--- src/sv/gbf_pkg.sv ---
// Shared types and constants for the gray bilateral filter.
// No dependencies; gbf_front, gbf_back and gray_bilateral_filter import this package.
package gbf_pkg;

  localparam int unsigned MaxWidth  = 1024;
  localparam int unsigned MaxR      = 7;
  localparam int unsigned LineRows  = 2 * MaxR + 1;
  localparam int unsigned LsDepth   = LineRows * MaxWidth;
  localparam int unsigned LsAddrW   = $clog2(LsDepth);
  localparam int unsigned ColW      = $clog2(MaxWidth);
  localparam int unsigned SlotW     = LsAddrW - ColW;
  localparam int unsigned SpDepth   = MaxR + 1;
  localparam int unsigned SpAddrW   = $clog2(SpDepth);
  localparam int unsigned RgDepth   = 256;
  localparam int unsigned WeightW   = 17;
  localparam logic [WeightW-1:0] OneQ16 = 17'd65536;

  // Input command codes
  localparam logic [1:0] CMD_PIXEL  = 2'd0;
  localparam logic [1:0] CMD_LOAD_S = 2'd1;
  localparam logic [1:0] CMD_LOAD_R = 2'd2;
  localparam logic [1:0] CMD_DRAIN  = 2'd3;

  // Configuration register indexes
  localparam logic [1:0] REG_WIDTH  = 2'd0;
  localparam logic [1:0] REG_HEIGHT = 2'd1;
  localparam logic [1:0] REG_RADIUS = 2'd2;

  // Luma coefficients, Q0.16
  localparam logic [15:0] CoefB = 16'd4732;
  localparam logic [15:0] CoefG = 16'd46871;
  localparam logic [15:0] CoefR = 16'd13933;

  typedef enum logic [1:0] {
    OP_PIXEL,
    OP_LOAD_S,
    OP_LOAD_R,
    OP_DRAIN
  } op_e;

  typedef struct packed {
    op_e                op;
    logic [7:0]         gray;
    logic [7:0]         idx;
    logic [WeightW-1:0] val;
  } q_item_t;

  typedef struct packed {
    logic [10:0] w;
    logic [12:0] h;
    logic [2:0]  r;
  } cfg_t;

endpackage

--- src/sv/gbf_front.sv ---
// Front end: classifies input beats, converts colour to gray, queues them.
// Depends on gbf_pkg.
module gbf_front (
  input  logic             clk_i,
  input  logic             rst_ni,
  input  logic             in_valid_i,
  output logic             in_ready_o,
  input  logic [1:0]       cmd_i,
  input  logic [7:0]       blue_i,
  input  logic [7:0]       green_i,
  input  logic [7:0]       red_i,
  input  logic [7:0]       table_index_i,
  input  logic [16:0]      table_value_i,
  output logic             q_valid_o,
  output gbf_pkg::q_item_t q_item_o,
  input  logic             q_pop_i
);
  import gbf_pkg::*;

  q_item_t     entry_q [2];
  logic        wr_ptr_q, rd_ptr_q;
  logic [1:0]  cnt_q;
  q_item_t     item;
  logic        keep;
  logic        push;
  logic [23:0] luma;

  assign in_ready_o = (cnt_q != 2'd2);

  // Weighted colour sum
  assign luma = 24'(CoefB) * 24'(blue_i) + 24'(CoefG) * 24'(green_i) +
                24'(CoefR) * 24'(red_i);

  // Classify the beat
  always_comb begin
    item      = '0;
    item.gray = luma[23:16];
    item.idx  = table_index_i;
    item.val  = (table_value_i > OneQ16) ? OneQ16 : table_value_i;
    keep      = 1'b1;
    case (cmd_i)
      CMD_PIXEL:  item.op = OP_PIXEL;
      CMD_LOAD_S: begin
        item.op = OP_LOAD_S;
        keep    = (table_index_i <= 8'(MaxR));
      end
      CMD_LOAD_R: item.op = OP_LOAD_R;
      CMD_DRAIN:  item.op = OP_DRAIN;
      default:    item.op = OP_DRAIN;
    endcase
  end

  assign push = in_valid_i && in_ready_o && keep;

  // Queue storage
  always_ff @(posedge clk_i) begin
    if (push) begin
      entry_q[wr_ptr_q] <= item;
    end
  end

  // Queue pointers
  always_ff @(posedge clk_i or negedge rst_ni) begin
    if (!rst_ni) begin
      wr_ptr_q <= 1'b0;
      rd_ptr_q <= 1'b0;
      cnt_q    <= 2'd0;
    end else begin
      if (push) begin
        wr_ptr_q <= ~wr_ptr_q;
      end
      if (q_pop_i) begin
        rd_ptr_q <= ~rd_ptr_q;
      end
      cnt_q <= cnt_q + 2'(push) - 2'(q_pop_i);
    end
  end

  assign q_valid_o = (cnt_q != 2'd0);
  assign q_item_o  = entry_q[rd_ptr_q];

endmodule

--- config.mk ---
export PLATFORM = sky130hd
export DESIGN_NAME = gbf_front
export DESIGN_NICKNAME = d
export VERILOG_FILES = /design/src/sv/gbf_pkg.sv /design/src/sv/gbf_front.sv
export SDC_FILE = /design/constraint.sdc
export NUM_CORES = 1
export LEC_CHECK = 0
export BUFFER_PORTS_ARGS = -buffer_cell sky130_fd_sc_hd__clkbuf_2
export CAP_MARGIN = 25
export CORE_UTILIZATION = 35
export CTS_BUF_LIST = sky130_fd_sc_hd__clkbuf_2
export DETAILED_ROUTE_END_ITERATION = 10
export PLACE_DENSITY_LB_ADDON = 0.1
export SETUP_SLACK_MARGIN = 0.05
export SYNTH_ARGS = -nofsm -noshare
export SYNTH_HDL_FRONTEND = slang
export SYNTH_SLANG_ARGS = --single-unit
--- constraint.sdc ---
create_clock -name clk_i -period 2.4 [get_ports clk_i]
set_clock_uncertainty 0.05 [all_clocks]
set_input_delay 0.12 -clock clk_i [delete_from_list [all_inputs] [get_ports clk_i]]
set_output_delay 0.12 -clock clk_i [all_outputs]
set_load 0.005 [all_outputs]
==> reports/metrics.yaml <==
hold_path:
  whs_path_depth: 2
  hp-class: "input pin to flop"
timing:
  rsz0062_at_grt: "yes"
  finalCriticalPeriod_ns: 6.45
  slew_headroom: 0.401
  fin_ws_ns: -4.05
  period_share: 2.69
  tightest_slew_ns: 0.886
  hold_viol: 0
  max_freq_ghz: 0.155
  setup_viol: 16
  fin_setup_tns_ns: -63.18
  drv_slew: 0
worst_setup_path:
  critical_path_class: "input pin to flop"
  cp_max_fo: 3
  cp-start-kind: "input pin"
  cp_slowest_cell: "fa_1"
  arrival_ns: 6.67
  cp-end-kind: "flop"
  max_stage_delay_ns: 0.57
  required_ns: 2.62
  r2r_cells: 7
  path_common_cell: "fa_1"
cells_and_area:
  layout-drive-gt1-share: 0.308
  n_antenna_cell: 0
  syn_to_final_growth_pct: 28.7
  final_util: 0.461
  fin_nets: 1384
die:
  die_h_um: 163
  core_um2: 25300
  ios: 92
  num_rows: 58
  die_area_um2: 26500
  die_x_um: 163
  initial_core_util: 0.358
clocking:
  htreeDepth: 3
  clock-sinks: 74
  worstSkewPairLatency_ns: 0.51
  numCtsBuffers: 9
  clockRootBuffer: "clkbuf_2"
  clk_pin_slew_ns: 0.20
  cts_tree: "built"
  clockBufferDepth: 2
logic_synthesis:
  synthArstFlopShare: 0.0541
  yosysSeqAreaShare: 0.243
  synth.top_cell.area_share: 0.305
  synth_top_cell_by_area: "fa_1"
  yosysWarnings: 0
  synth_ff_type: "edfxtp_1"
  syn_nets: 1116
  netlist_instances: 782
  syn_area_um2: 9050
  synth_area_leaders: "fa_1, edfxtp_1, ha_1"
  synth-edff-count: 70
  avgSynthCellArea_um2: 11.6
  synth-seq-cells: 74
  ys_types: 49
route:
  final_antenna_net_count: 0
  wl_per_cell_um: 14.7
  wl_um: 20300
  first_pass_iters: 4
  via_count: 6076
  drcViolationCount: 0
  via_per_inst: 4.39
  drtIter0Drc: 159
global_route:
  grt_pass1_wl_um: 33700
  grt_max_degree: 37
  antenna_found_initial: 0
  grt_use_total: 0.167
  grt_pass1_vias: 6669
  grt-ovfl-total: 0
flow_run:
  max_cap_violations: 0
status:
  status: "finished with violations"
  violations: "setup timing"
placed_design:
  routabilityCongestion: 0.774
  dp_hpwl_um: 17800
  place_ws_ns: -4.91
  numPortBuffers: 91
[sequential cells by signal (all words and copies together), names as in the netlist]
| register | cells |
|---|---|
| cnt_q | 2 |
| wr_ptr_q | 1 |
| rd_ptr_q | 1 |
| entry_q | 70 |
[worst max-delay path, delay by kind of cell]
kind / cells / cell delay (ns)
AO/OA/AOI/OAI: 8 / 1.40
adder cells (fa/ha/maj): 10 / 4.43
XOR/XNOR: 2 / 0.27
AND/OR/NAND/NOR: 1 / 0.14
buffers and inverters: 6 / 0.32
[final cells by class]
| cell class | instances | area (um2) |
|---|---|---|
| clock buffers | 10 | 50.0 |
| clock inverters | 6 | 65.1 |
| fillers | 2395 | 13600 |
| inverters | 231 | 870 |
| multi-input cells | 470 | 6160 |
| flip-flops and latches | 74 | 2200 |
| well taps | 330 | 413 |
| repair buffers | 264 | 1900 |
[cell usage in the layout, fill, tap and decap left out, types with 3 or more instances in the layout]
| cell | netlist | routed |
|---|---|---|
| o21ai_0 | 11 | 8 |
| clkbuf_2 | 0 | 99 |
| a21oi_1 | 15 | 10 |
| a21o_1 | 4 | 4 |
| buf_12 | 0 | 3 |
| mux2_2 | 35 | 35 |
| dfrtp_1 | 4 | 4 |
| ha_4 | 0 | 8 |
| nor3_1 | 3 | 3 |
| or2_2 | 4 | 4 |
| nor2b_1 | 22 | 22 |
| nand2_1 | 4 | 4 |
| ha_1 | 141 | 133 |
| xor2_1 | 8 | 7 |
| nor4_1 | 5 | 5 |
| nor2_1 | 14 | 12 |
| clkinvlp_4 | 0 | 3 |
| buf_6 | 0 | 4 |
| o211ai_1 | 3 | 3 |
| inv_2 | 0 | 5 |
| a21oi_2 | 1 | 5 |
| xnor2_1 | 17 | 14 |
| dlygate4sd3_1 | 0 | 31 |
| buf_4 | 0 | 136 |
| fa_2 | 0 | 5 |
| and3_1 | 3 | 3 |
| inv_1 | 231 | 225 |
| fa_1 | 138 | 133 |
| nand3_1 | 5 | 5 |
| edfxtp_1 | 70 | 70 |
| o21ai_1 | 2 | 4 |
| xnor2_2 | 0 | 3 |
| nand2b_1 | 6 | 6 |
[worst paths after layout]
| kind | end | slack [ns] | from |
|---|---|---|---|
| worst max-delay path | entry_q[1][31] | -4.05 | blue_i[5] |
| worst min-delay path | entry_q[0][17] | 0.28 | table_index_i[0] |
| worst max register to register | cnt_q[1] | 0.82 | cnt_q[1] |
| worst min register to register | cnt_q[1] | 0.47 | cnt_q[1] |
| max in group asynchronous | wr_ptr_q | 1.70 | rst_ni |
| min in group asynchronous | cnt_q[1] | 0.41 | rst_ni |
[repair_timing]
| action | 4_1_cts | 5_1_grt |
|---|---|---|
| buffers inserted | 6 | 2 |
| gates resized for setup | 18 | 18 |
| pin swaps | 31 | 13 |
| hold endpoints to repair | 62 | 0 |
| setup endpoints to repair | 16 | 16 |
| hold buffers | 31 | 0 |
[logic make-up (layout without fill, tap and decap cells)]
family | Yosys count | count (layout) | synth area share
simple gates | 75 | 75 | 0.0469
xor+xnor | 25 | 25 | 0.0242
compound gates | 56 | 56 | 0.0434
fa+ha+maj | 279 | 279 | 0.500
mux | 35 | 35 | 0.0435
flops | 74 | 74 | 0.243
buf+inv | 238 | 511 | 0.0987
[cells in the mapped netlist (all sizes together), types with 2 or more instances]
cell,instances
nand3,5
and2,3
clkbuf,7
dfrtp,4
nor4,5
nand2b,6
edfxtp,70
a211oi,2
a21o,4
mux2,35
nand2,4
inv,231
or2,4
nor3,3
o21ai,13
a21oi,16
o21bai,2
xor2,8
fa,138
o211ai,3
nor2,14
nor2b,22
and3,3
xnor2,17
a211o,2
ha,141
[stage by stage]
step	instance area [um2]	std cells	hold slack, ns
2_1_floorplan	9100	782	-0.226
3_3_place_gp	11000	1331	-0.113
3_5_place_dp	11000	1331	-0.117
4_1_cts	11600	1384	0.211
5_1_grt	11700	1385	0.192
6_report	11700	1385	0.278
[metal layers]
| metal | vias up | part of all wire | routed length (um) | GRT usage |
|---|---|---|---|---|
| li1 | 3015 | - | - | - |
| met1 | 2964 | 0.46 | 9320 | 0.214 |
| met2 | 90 | 0.51 | 10300 | 0.306 |
| met3 | 7 | 0.028 | 563 | 0.0188 |
| met4 | 0 | 0.0052 | 105 | 0.0268 |
| met5 | - | 0 | 0 | 0 |
Power is not shown: default switching activity piles up to over one toggle a cycle in this logic, so the estimate is an artifact.
